### src/rtl/lz4d_pkg.sv
// ----------------------------------------------------------------------------
// LZ4 block decoder package
// Shared item types, status codes and parse phases.
// ----------------------------------------------------------------------------
package lz4d_pkg;

  typedef struct packed {
    logic       op;
    logic [7:0] data_byte;
    logic       last;
  } item_t;

  typedef struct packed {
    logic [7:0]  out_byte;
    logic        out_valid;
    logic        block_end;
    logic [2:0]  status;
    logic [31:0] produced;
  } result_t;

  typedef struct packed {
    logic pop;
  } queue_ctl_t;

  localparam logic [2:0] ST_OK         = 3'd0;
  localparam logic [2:0] ST_TRUNC      = 3'd1;
  localparam logic [2:0] ST_OFFSET     = 3'd2;
  localparam logic [2:0] ST_OVERFLOW   = 3'd3;
  localparam logic [2:0] ST_UNEXPECTED = 3'd4;

  localparam logic       OP_BYTE = 1'b0;
  localparam logic       OP_TICK = 1'b1;

  localparam logic [31:0] CAPACITY_RESET = 32'd65536;

  typedef enum logic [7:0] {
    PH_TOKEN  = 8'b0000_0001,
    PH_LITEXT = 8'b0000_0010,
    PH_LIT    = 8'b0000_0100,
    PH_OFFLO  = 8'b0000_1000,
    PH_OFFHI  = 8'b0001_0000,
    PH_MATEXT = 8'b0010_0000,
    PH_COPY   = 8'b0100_0000,
    PH_DRAIN  = 8'b1000_0000
  } phase_t;

endpackage

### src/rtl/lz4d_front.sv
// ----------------------------------------------------------------------------
// LZ4 decoder front
// Accepts requests into a two-entry queue that decouples the parser.
// ----------------------------------------------------------------------------
module lz4d_front (
  input  logic                 clk,
  input  logic                 rst,
  input  logic                 req_valid,
  output logic                 req_stall,
  input  lz4d_pkg::item_t      req,
  output lz4d_pkg::item_t      head,
  input  lz4d_pkg::queue_ctl_t ctl_in,
  output logic                 head_valid
);
  import lz4d_pkg::*;

  item_t      entry [2];
  logic       wp;
  logic       rp;
  logic [1:0] count;
  logic       push;
  logic       pop;

  assign req_stall  = (count == 2'd2);
  assign push       = req_valid && !req_stall;
  assign pop        = ctl_in.pop && (count != 2'd0);
  assign head_valid = (count != 2'd0);
  assign head       = entry[rp];

  always_ff @(posedge clk) begin
    if (push) begin
      entry[wp] <= req;
    end
    if (rst) begin
      wp    <= 1'b0;
      rp    <= 1'b0;
      count <= 2'd0;
    end else begin
      if (push) begin
        wp <= ~wp;
      end
      if (pop) begin
        rp <= ~rp;
      end
      count <= count + {1'b0, push} - {1'b0, pop};
    end
  end

endmodule

### config.mk
export PLATFORM = sky130hd
export DESIGN_NAME = lz4d_front
export DESIGN_NICKNAME = d
export VERILOG_FILES = /design/src/rtl/lz4d_pkg.sv /design/src/rtl/lz4d_front.sv
export SDC_FILE = /design/constraint.sdc
export NUM_CORES = 1
export LEC_CHECK = 0
export BUFFER_PORTS_ARGS = -buffer_cell sky130_fd_sc_hd__buf_2
export CELL_PAD_IN_SITES_DETAIL_PLACEMENT = 2
export CELL_PAD_IN_SITES_GLOBAL_PLACEMENT = 2
export CORE_MARGIN = 8
export CORE_UTILIZATION = 31
export DETAILED_ROUTE_END_ITERATION = 16
export GPL_TIMING_DRIVEN = 0
export PLACE_DENSITY = 0.69
export SYNTH_ARGS = -nofsm -noshare
export SYNTH_HDL_FRONTEND = slang
export SYNTH_SLANG_ARGS = --single-unit
### constraint.sdc
create_clock -name clk -period 1.5 [get_ports clk]
set_input_delay 0.075 -clock clk [delete_from_list [all_inputs] [get_ports clk]]
set_output_delay 0.075 -clock clk [all_outputs]
set_load 0.01 [all_outputs]
==> results of run 1 <==
==> what timing repair did <==
action                                  in CTS  in global routing
setup buffers                                0                  2
endpoints found under the setup margin      12                 11
gates resized for setup                      3                 11
endpoints found under the hold margin       25                  0
hold buffers                                11                  0
pin swaps                                    0                  3
==> power breakdown <==
group	switching, mW	internal, mW
Clock	0.193	0.104
Combinational	0.343	0.351
Sequential	0.0518	0.883
==> layer usage <==
metal | vias to the layer above | wire, um | global-route usage
met5 | - | 0 | 0
met4 | 0 | 17 | 0.0204
met3 | 2 | 126 | 0.0307
met2 | 18 | 1090 | 0.144
met1 | 301 | 897 | 0.0981
li1 | 291 | - | -
==> cells by family after synthesis <==
group,Yosys count
xor gates and xnor gates,3
buffers and inverters,5
and+or+nand+nor,9
adders and majority gates,2
AOI/OAI and AO/OA,3
muxes,10
DFF,25
==> layout by cell type (no fill, tap or decap), drive strengths merged <==
master	synthesis	layout
nand2b	1	1
mux2	10	10
clkinvlp	0	1
o21a	1	1
xor2	1	1
and3	1	1
ha	2	2
xnor2	2	2
or2	1	1
o21ai	1	1
nor2	3	3
buf	1	28
nor2b	1	1
or3	1	1
inv	4	3
a21oi	1	1
dfxtp	5	5
nand2	1	1
dlygate4sd3	0	11
edfxtp	20	20
clkbuf	0	4
==> critical path: stages (launching register included) <==
cell and delay (ns):
dfxtp_4 0.38, o21a_4 0.23, ha_4 0.26, inv_2 0.04, ha_4 0.15, xor2_2 0.17, xnor2_1 0.16, nor2_1 0.06
==> how the worst max path moves through the flow <==
stage / cells past startpoint / start / to / slack [ns]
after floorplan: 7 / count[1]$_SDFF_PP0_ / count[1]$_SDFF_PP0_ / 0.04
after global placement: 4 / count[0]$_SDFF_PP0_ / entry[0][4]$_DFFE_PP_ / -0.08
after detailed placement: 4 / count[0]$_SDFF_PP0_ / entry[0][4]$_DFFE_PP_ / -0.1
after CTS: 7 / count[1]$_SDFF_PP0_ / count[1]$_SDFF_PP0_ / -0.09
after global routing: 7 / count[0]$_SDFF_PP0_ / count[1]$_SDFF_PP0_ / -0.10
final: 7 / count[0]$_SDFF_PP0_ / count[1]$_SDFF_PP0_ / -0.04
==> state kept, by name, indices dropped and copies added, names as in the netlist, named ones only <==
name   count
count      2
entry     20
rp         1
wp         1
==> area by class of cell <==
class | count | area [sq um] | share of cell area
Buffer | 1 | 7.51 | 0.00564
Clock buffer | 4 | 26.3 | 0.0197
Inverter | 4 | 18.8 | 0.0141
Multi-Input combinational cell | 27 | 279 | 0.210
Sequential cell | 25 | 708 | 0.532
Tap cell | 33 | 41.3 | 0.0310
Timing Repair Buffer | 38 | 250 | 0.188
==> per-stage QoR <==
stage	utilization	total power [mW]
final	0.447	1.93
after global routing	0.447	2.06
after CTS	0.424	1.82
after detailed placement	0.376	1.49
after global placement	0.376	1.45
after floorplan	-	1.28
==> run_results.csv, run 1 <==
group,metric,value,unit
status,outcome,"finished, violations left",
status,violations,"negative setup slack",
yosys,synth_edf_count,20,
sta,tightest_slew,0.273,ns
clocking,cts_inserted_buffers,3,
yosys,synth_xor_area_frac,0.0276,
yosys,synth_area,953,sq um
worst_setup_path,timing.reg2reg.setup_slack,-0.04,ns
yosys,synth_fp_nets,73,
clocking,clock_latency,0.31,ns
yosys,ys_warn_count,0,
die,die_x,71.5,um
yosys,async_reset_ff_frac,0,
cells_and_area,final_nets,116,
yosys,yosysTopAreaCellShare,0.630,
cells_and_area,syn_to_final_growth,39.6,%
worst_hold_path,hp-class,"in2reg",
sta,layout_setup_ws,-0.0377,ns
sta,slew_headroom,0.818,
place,place_ws,-0.0994,ns
worst_setup_path,cp_max_fo,4,
sta,maxSlewViolCount,0,
cells_and_area,nFillCells,282,
sta,hold_ws,0.164,ns
worst_setup_path,ff2ff_path_depth,7,
worst_setup_path,worstPathArrival,1.76,ns
worst_hold_path,worstHoldPathCells,4,
sta,setup_viol,1,
yosys,synth_top_family_by_area,"multiplexers",
die,design.die.area,5110,sq um
power,ir_worst_vdd,654,uV
clocking,cts_root_buffer,"clkbuf_4",
sta,final-hold-violation-count,0,
yosys,synth.avg_cell_area,16.7,sq um
routing,dr.pass1.iters,2,
yosys,synthMuxAreaShare,0.118,
yosys,synth_most_common_cell,"edfxtp_1",
routing,antenna_left,0,
die,row_count,20,
routing,num_vias,612,
clocking,clk_path_buf_depth,2,
clocking,htreeDepth,1,
sta,finalCriticalPeriod,1.54,ns
place,placed_cells,115,
place,place_hpwl,1450,um
worst_hold_path,hp-start,"req_valid",
sta,fmax,650,MHz
routing,finalWirelength,2130,um
grt,first_global_vias,661,
worst_setup_path,rr_endpoint,"count[1]$_SDFF_PP0_",
clocking,cts_sinks,25,
die,initial_utilization,0.320,
sta,fin_worst_skew,0.00657,ns
routing,vias_per_cell,4.64,
worst_setup_path,critPathKind,"reg2reg",
yosys,synth_seq_cells,25,
yosys,synth_compound_area_frac,0.0197,
sta,tns,-0.0377,ns
sta,rsz0062_at_grt,"yes",
place,place_congestion,0.598,
place,place_area,1120,sq um
routing,drtIter0Drc,4,
yosys,ys_seq_area_frac,0.735,
yosys,synth.distinct_cells,20,
die,fp.coreArea,2980,sq um
cells_and_area,diodes,0,
worst_setup_path,worstSetupStartpointType,"register",
die,io_pins,26,
power,leakage,0.524,nW
worst_hold_path,worstHoldEndpoint,"wp$_SDFFE_PP0N_",
grt,antenna_found_initial,0,
cells_and_area,drive_gt1_frac,0.455,
die,dieHeight,71.5,um
yosys,synth_adder_area_share,0.0262,
cells_and_area,final_cells,132,
yosys,yosys-top-cells-count,"20 x edfxtp_1, 9 x mux2_1, 5 x dfxtp_1",
yosys,ys.flop_type,"edfxtp_1",
grt,gr-total-overflow,0,
worst_setup_path,crit_required,1.72,ns
routing,routedWlPerCell,16.1,um
sta,min_period_over_period,1.03,
worst_setup_path,end_kind,"register",
place,port_buffers,25,
yosys,syn-instance-count,57,
cells_and_area,stdcell_area,1330,sq um
clocking,clk_pin_slew_worst_paths,0.13,ns
run,max_cap_viol_count,0,
yosys,synth_simple_gate_area_frac,0.0525,
yosys,netlist_top_cells_area,"edfxtp_1 63%, mux2_1 11%, dfxtp_1 10%",
routing,drc,0,
grt,grt_start_max_net_pins,14,
worst_setup_path,r2r_start,"count[0]$_SDFF_PP0_",
yosys,yosys.area.top_type,"edfxtp_1",
grt,grt_first_pass_wirelength,3330,um
power,power_density,1450,nW/um^2
grt,gr-usage-all-layers,0.0845,
clocking,cts_tree,"yes",
No activity file was read; power rests on OpenSTA's default activity.
==> inputs of run 2 (changes only) <==
- CORE_MARGIN: 8 -> 3
==> run_results.csv, run 2 (synthesis gave the netlist of run 1 again) <==
group,metric,value,unit
cells_and_area,final_nets,118,
cells_and_area,fin_util,0.473,
die,die_x,61.5,um
worst_setup_path,worstPathArrival,1.70,ns
routing,dr.pass1.iters,4,
worst_setup_path,timing.reg2reg.setup_slack,0.02,ns
routing,finalWirelength,2000,um
worst_hold_path,worstHoldPathCells,4,
cells_and_area,layout_commonest_cell,"buf_2",
routing,antenna_left,0,
grt,first_global_vias,682,
cells_and_area,top_regs,"entry: 20 flops, count: 2 flops",
cells_and_area,largest_reg_flops,20,
clocking,htreeDepth,1,
worst_setup_path,rr_endpoint,"count[1]$_SDFF_PP0_",
die,design.die.area,3780,sq um
worst_hold_path,hp-class,"in2reg",
power,ir_worst_vdd,726,uV
sta,finalCriticalPeriod,1.48,ns
grt,grt_first_pass_wirelength,3170,um
sta,rsz0062_at_grt,"yes",
place,place_hpwl,1370,um
worst_setup_path,crit_required,1.72,ns
clocking,cts_inserted_buffers,3,
sta,min_period_over_period,0.985,
grt,grt_start_max_net_pins,16,
clocking,clk_pin_slew_worst_paths,0.13,ns
power,p_int,1.35,mW
power,p_switching,0.593,mW
power,leakage,0.530,nW
clocking,clk_path_buf_depth,2,
power,p_comb_frac,0.370,
routing,drtIter0Drc,16,
sta,slew_headroom,0.834,
clocking,cts_sinks,25,
grt,grt_busiest_layer,"met2",
place,placed_cells,113,
cells_and_area,syn_to_final_growth,41.6,%
routing,drc,0,
clocking,cts_tree,"yes",
worst_setup_path,ff2ff_path_depth,7,
place,place_congestion,0.608,
place,port_buffers,25,
sta,setup_viol,0,
power,power_density,1440,nW/um^2
cells_and_area,layout_common_cells,"25 x buf_2, 20 x edfxtp_1, 11 x dlygate4sd3_1",
routing,vias_per_cell,4.66,
worst_setup_path,worstSetupStartpointType,"register",
status,outcome,"complete, no violations",
sta,fin_worst_skew,0.00330,ns
run,max_cap_viol_count,0,
grt,grtUsageMet1,0.124,
worst_setup_path,critPathKind,"reg2reg",
cells_and_area,regMostFlops,"entry",
power,clkPwrFrac,0.154,
worst_hold_path,hp-start,"req_valid",
worst_setup_path,r2r_start,"count[1]$_SDFF_PP0_",
worst_setup_path,end_kind,"register",
sta,maxSlewViolCount,0,
clocking,cts_root_buffer,"clkbuf_4",
routing,num_vias,615,
grt,gr-total-overflow,0,
sta,final-hold-violation-count,0,
grt,antenna_found_initial,0,
place,place_ws,-0.0926,ns
sta,fmax,677,MHz
die,dieHeight,61.5,um
cells_and_area,final_cells,132,
die,initial_utilization,0.334,
clocking,clock_latency,0.32,ns
sta,layout_setup_ws,0.0223,ns
sta,hold_ws,0.204,ns
die,fp.coreArea,2850,sq um
cells_and_area,drive_gt1_frac,0.485,
power,p_sw_frac,0.305,
routing,routedWlPerCell,15.1,um
grt,use_met3,0.0273,
worst_hold_path,worstHoldEndpoint,"wp$_SDFFE_PP0N_",
grt,globalRouteMet2Util,0.230,
die,io_pins,26,
power,seqPwrFrac,0.475,
die,row_count,19,
worst_setup_path,cp_max_fo,3,
grt,gr-usage-all-layers,0.125,
cells_and_area,diodes,0,
sta,tightest_slew,0.247,ns
worst_setup_path,cp-startpoint,"count[1]$_SDFF_PP0_",
[run 2: worst max-delay path by stage]
stage,slack (ns),to,cells past startpoint
floorplan,0.04,count[1]$_SDFF_PP0_,7
global placement,-0.06,entry[0][8]$_DFFE_PP_,4
detailed placement,-0.09,entry[0][8]$_DFFE_PP_,4
CTS,0.01,count[1]$_SDFF_PP0_,7
global route,-0.08,count[1]$_SDFF_PP0_,8
finish,0.02,count[1]$_SDFF_PP0_,7
[run 2: layout make-up]
cell class,instances,area [sq um]
fill,283,1500
sequential,25,703
multi-input combinational,27,289
timing repair buffer,39,258
tap,31,38.8
clock buffer,3,22.5
inverter,4,18.8
clock inverter,1,7.51
buffer,1,7.51
timing repair inverter,1,5.00
[run 2: routing by layer]
metal | wire, um | vias to the layer above | share of wire
li1 | - | 290 | -
met1 | 763 | 303 | 0.38
met2 | 1100 | 18 | 0.55
met3 | 94 | 4 | 0.047
met4 | 44 | 0 | 0.022
met5 | 0 | - | 0
[run 2: what timing repair did]
item,4_1_cts,5_1_grt
resized for setup,9,5
gates cloned,0,1
hold buffers,11,0
hold endpoints to repair,25,0
buffers inserted,3,0
endpoints found under the setup margin,20,5
pin swaps,5,6
[run 2: per-stage QoR]
step	total power, mW	setup TNS, ns	instance area [sq um]
after floorplan	1.28	0	953
after global routing	2.10	-0.0807	1350
after CTS	1.91	0	1320
final	1.94	0	1350
after global placement	1.45	-0.600	1120
after detailed placement	1.48	-0.970	1120
[run 2: worst max-delay path, stage by stage (launching register included)]
cell	delay [ns]
dfxtp_2	0.37
o21a_4	0.21
ha_4	0.26
inv_2	0.04
ha_4	0.15
xor2_2	0.14
xnor2_1	0.15
nor2_1	0.06
[run 2: power groups by stage]
| stage | sequential, mW | combinational [mW] | clock, mW |
|---|---|---|---|
| after CTS | 0.924 | 0.663 | 0.324 |
| after global placement | 0.925 | 0.520 | 0 |
| final | 0.923 | 0.719 | 0.300 |
| after floorplan | 0.917 | 0.360 | 0 |
| after global routing | 0.936 | 0.812 | 0.348 |
| after detailed placement | 0.935 | 0.541 | 0 |
==> inputs of run 3 (changes only) <==
- GPL_TIMING_DRIVEN: 0 -> default
==> run_results.csv, run 3 (synthesis gave the netlist of run 1 again) <==
group,metric,value,unit
die,io_pins,26,
routing,finalWirelength,2040,um
worst_setup_path,cp-startpoint,"count[1]$_SDFF_PP0_",
worst_setup_path,end_kind,"register",
worst_setup_path,cpPeakStageDelay,0.38,ns
worst_setup_path,cpMostUsedCell,"ha_4",
grt,first_global_vias,641,
cells_and_area,final_cells,132,
place,place_hpwl,1460,um
cells_and_area,largest_reg_flops,20,
cells_and_area,final_nets,118,
worst_hold_path,hp-class,"in2reg",
worst_setup_path,cp_num_buf_inv,1,
sta,min_period_over_period,0.988,
worst_setup_path,worstPathArrival,1.70,ns
clocking,cts_root_buffer,"clkbuf_4",
clocking,cts_inserted_buffers,3,
routing,vias_per_cell,4.48,
die,die_x,61.5,um
grt,gr-total-overflow,0,
cells_and_area,layout_common_cells,"25 x buf_2, 20 x edfxtp_1, 11 x dlygate4sd3_1",
routing,dr.pass1.iters,4,
worst_setup_path,r2r_start,"count[1]$_SDFF_PP0_",
routing,drtIter0Drc,16,
grt,grt_start_max_net_pins,15,
worst_setup_path,crit_required,1.71,ns
power,ir_worst_vdd,821,uV
grt,antenna_found_initial,0,
routing,antenna_left,0,
clocking,clk_path_buf_depth,2,
power,power_density,1450,nW/um^2
routing,routedWlPerCell,15.4,um
place,place_congestion,0.745,
run,max_cap_viol_count,0,
worst_setup_path,crit_slowest_cell,"dfxtp_4",
worst_setup_path,path_delay_family,"adder cells",
routing,num_vias,591,
cells_and_area,syn_to_final_growth,44.0,%
worst_setup_path,crit_end,"count[1]$_SDFF_PP0_",
worst_setup_path,ff2ff_path_depth,7,
routing,drc,0,
sta,setup_viol,0,
clocking,htreeDepth,1,
die,design.die.area,3780,sq um
cells_and_area,nFillCells,268,
sta,rsz0062_at_grt,"yes",
clocking,clock_latency,0.31,ns
die,row_count,19,
place,placed_cells,115,
sta,finalCriticalPeriod,1.48,ns
worst_setup_path,worst-path-stages,7,
sta,fmax,675,MHz
grt,gr-usage-all-layers,0.123,
power,leakage,0.553,nW
place,place_area,1160,sq um
status,outcome,"complete, no violations",
cells_and_area,regMostFlops,"entry",
place,port_buffers,25,
cells_and_area,diodes,0,
sta,final-hold-violation-count,0,
clocking,cts_sinks,25,
sta,fin_worst_skew,0.00693,ns
sta,slew_headroom,0.820,
worst_setup_path,critPathKind,"reg2reg",
die,initial_utilization,0.334,
die,dieHeight,61.5,um
worst_setup_path,rr_endpoint,"count[1]$_SDFF_PP0_",
worst_setup_path,cp_max_fo,3,
clocking,cts_tree,"yes",
cells_and_area,layout_commonest_cell,"buf_2",
cells_and_area,top_regs,"entry: 20 flops, count: 2 flops",
grt,grt_first_pass_wirelength,3150,um
sta,tightest_slew,0.271,ns
worst_setup_path,cp_cell_sequence,"o21a_4 -> ha_4 -> inv_2 -> ha_4 -> xor2_2 -> xnor2_1 -> nor2_1",
worst_setup_path,timing.reg2reg.setup_slack,0.02,ns
cells_and_area,stdcell_area,1370,sq um
clocking,clk_pin_slew_worst_paths,0.13,ns
die,fp.coreArea,2850,sq um
worst_setup_path,worstSetupStartpointType,"register",
sta,hold_ws,0.183,ns
cells_and_area,drive_gt1_frac,0.475,
sta,maxSlewViolCount,0,
run 3: cell types whose count changed in the layout (fill, tap and decap cells not counted):
cell        previous run  this run
inv_1                  1         2
or3_1                  0         1
clkinvlp_4             2         0
clkinvlp_2             1         0
buf_12                 0         2
dfxtp_4                0         2
dfxtp_2                2         1
or3_4                  1         0
dfxtp_1                3         2
buf_4                  4         3
clkinv_2               0         1
run 3: layout make-up:
type / instances / area (sq um) / share of cell area
flip-flops and latches: 25 / 709 / 0.517
multi-input cells: 27 / 284 / 0.207
clock inverters: 1 / 5.00 / 0.00365
clock buffers: 3 / 22.5 / 0.0164
repair buffers: 41 / 298 / 0.217
inverters: 4 / 15.0 / 0.0109
well taps: 31 / 38.8 / 0.0283
run 3: worst min path at each step:
stage	from	to	slack (ns)	cells past startpoint
after detailed placement	req[1]	entry[0][1]$_DFFE_PP_	0.27	1
after global placement	req[4]	entry[0][4]$_DFFE_PP_	0.26	1
after CTS	req_valid	wp$_SDFFE_PP0N_	0.18	4
after global routing	req_valid	wp$_SDFFE_PP0N_	0.19	4
after floorplan	rst	wp$_SDFFE_PP0N_	0.14	1
final	req_valid	wp$_SDFFE_PP0N_	0.18	4
run 3: routing by layer:
| metal | track usage | part of all wire | up-vias |
|---|---|---|---|
| met4 | 0.0545 | 0.015 | 0 |
| met5 | 0 | 0 | - |
| met1 | 0.142 | 0.41 | 275 |
| met2 | 0.218 | 0.52 | 18 |
| li1 | - | - | 294 |
| met3 | 0.0273 | 0.052 | 4 |
run 3: worst min-delay path: stages:
cell	delay, ns
buf_2	0.13
inv_1	0.07
or3_1	0.12
a21oi_1	0.06
run 3: report_power, final:
group	internal [mW]	switching [mW]
registers	0.884	0.0680
clock network	0.0995	0.193
logic	0.411	0.340
run 3: through the flow:
step	util	TNS [ns]	power, mW	setup WS (ns)
finish	0.481	0	2.00	0.0181
floorplan	-	0	1.28	0.0397
CTS	0.480	-0.0593	2.03	-0.0593
detailed placement	0.407	-0.131	1.57	-0.131
global route	0.481	-0.0727	2.13	-0.0727
global placement	0.407	-0.00337	1.53	-0.00337
run 3: repair_timing:
action | in CTS | in global routing
gates cloned | 0 | 0
pin swaps | 6 | 6
setup buffers | 2 | 0
hold buffers | 11 | 0
gates resized for setup | 13 | 1
endpoints found under the setup margin | 9 | 4
endpoints found under the hold margin | 25 | 0
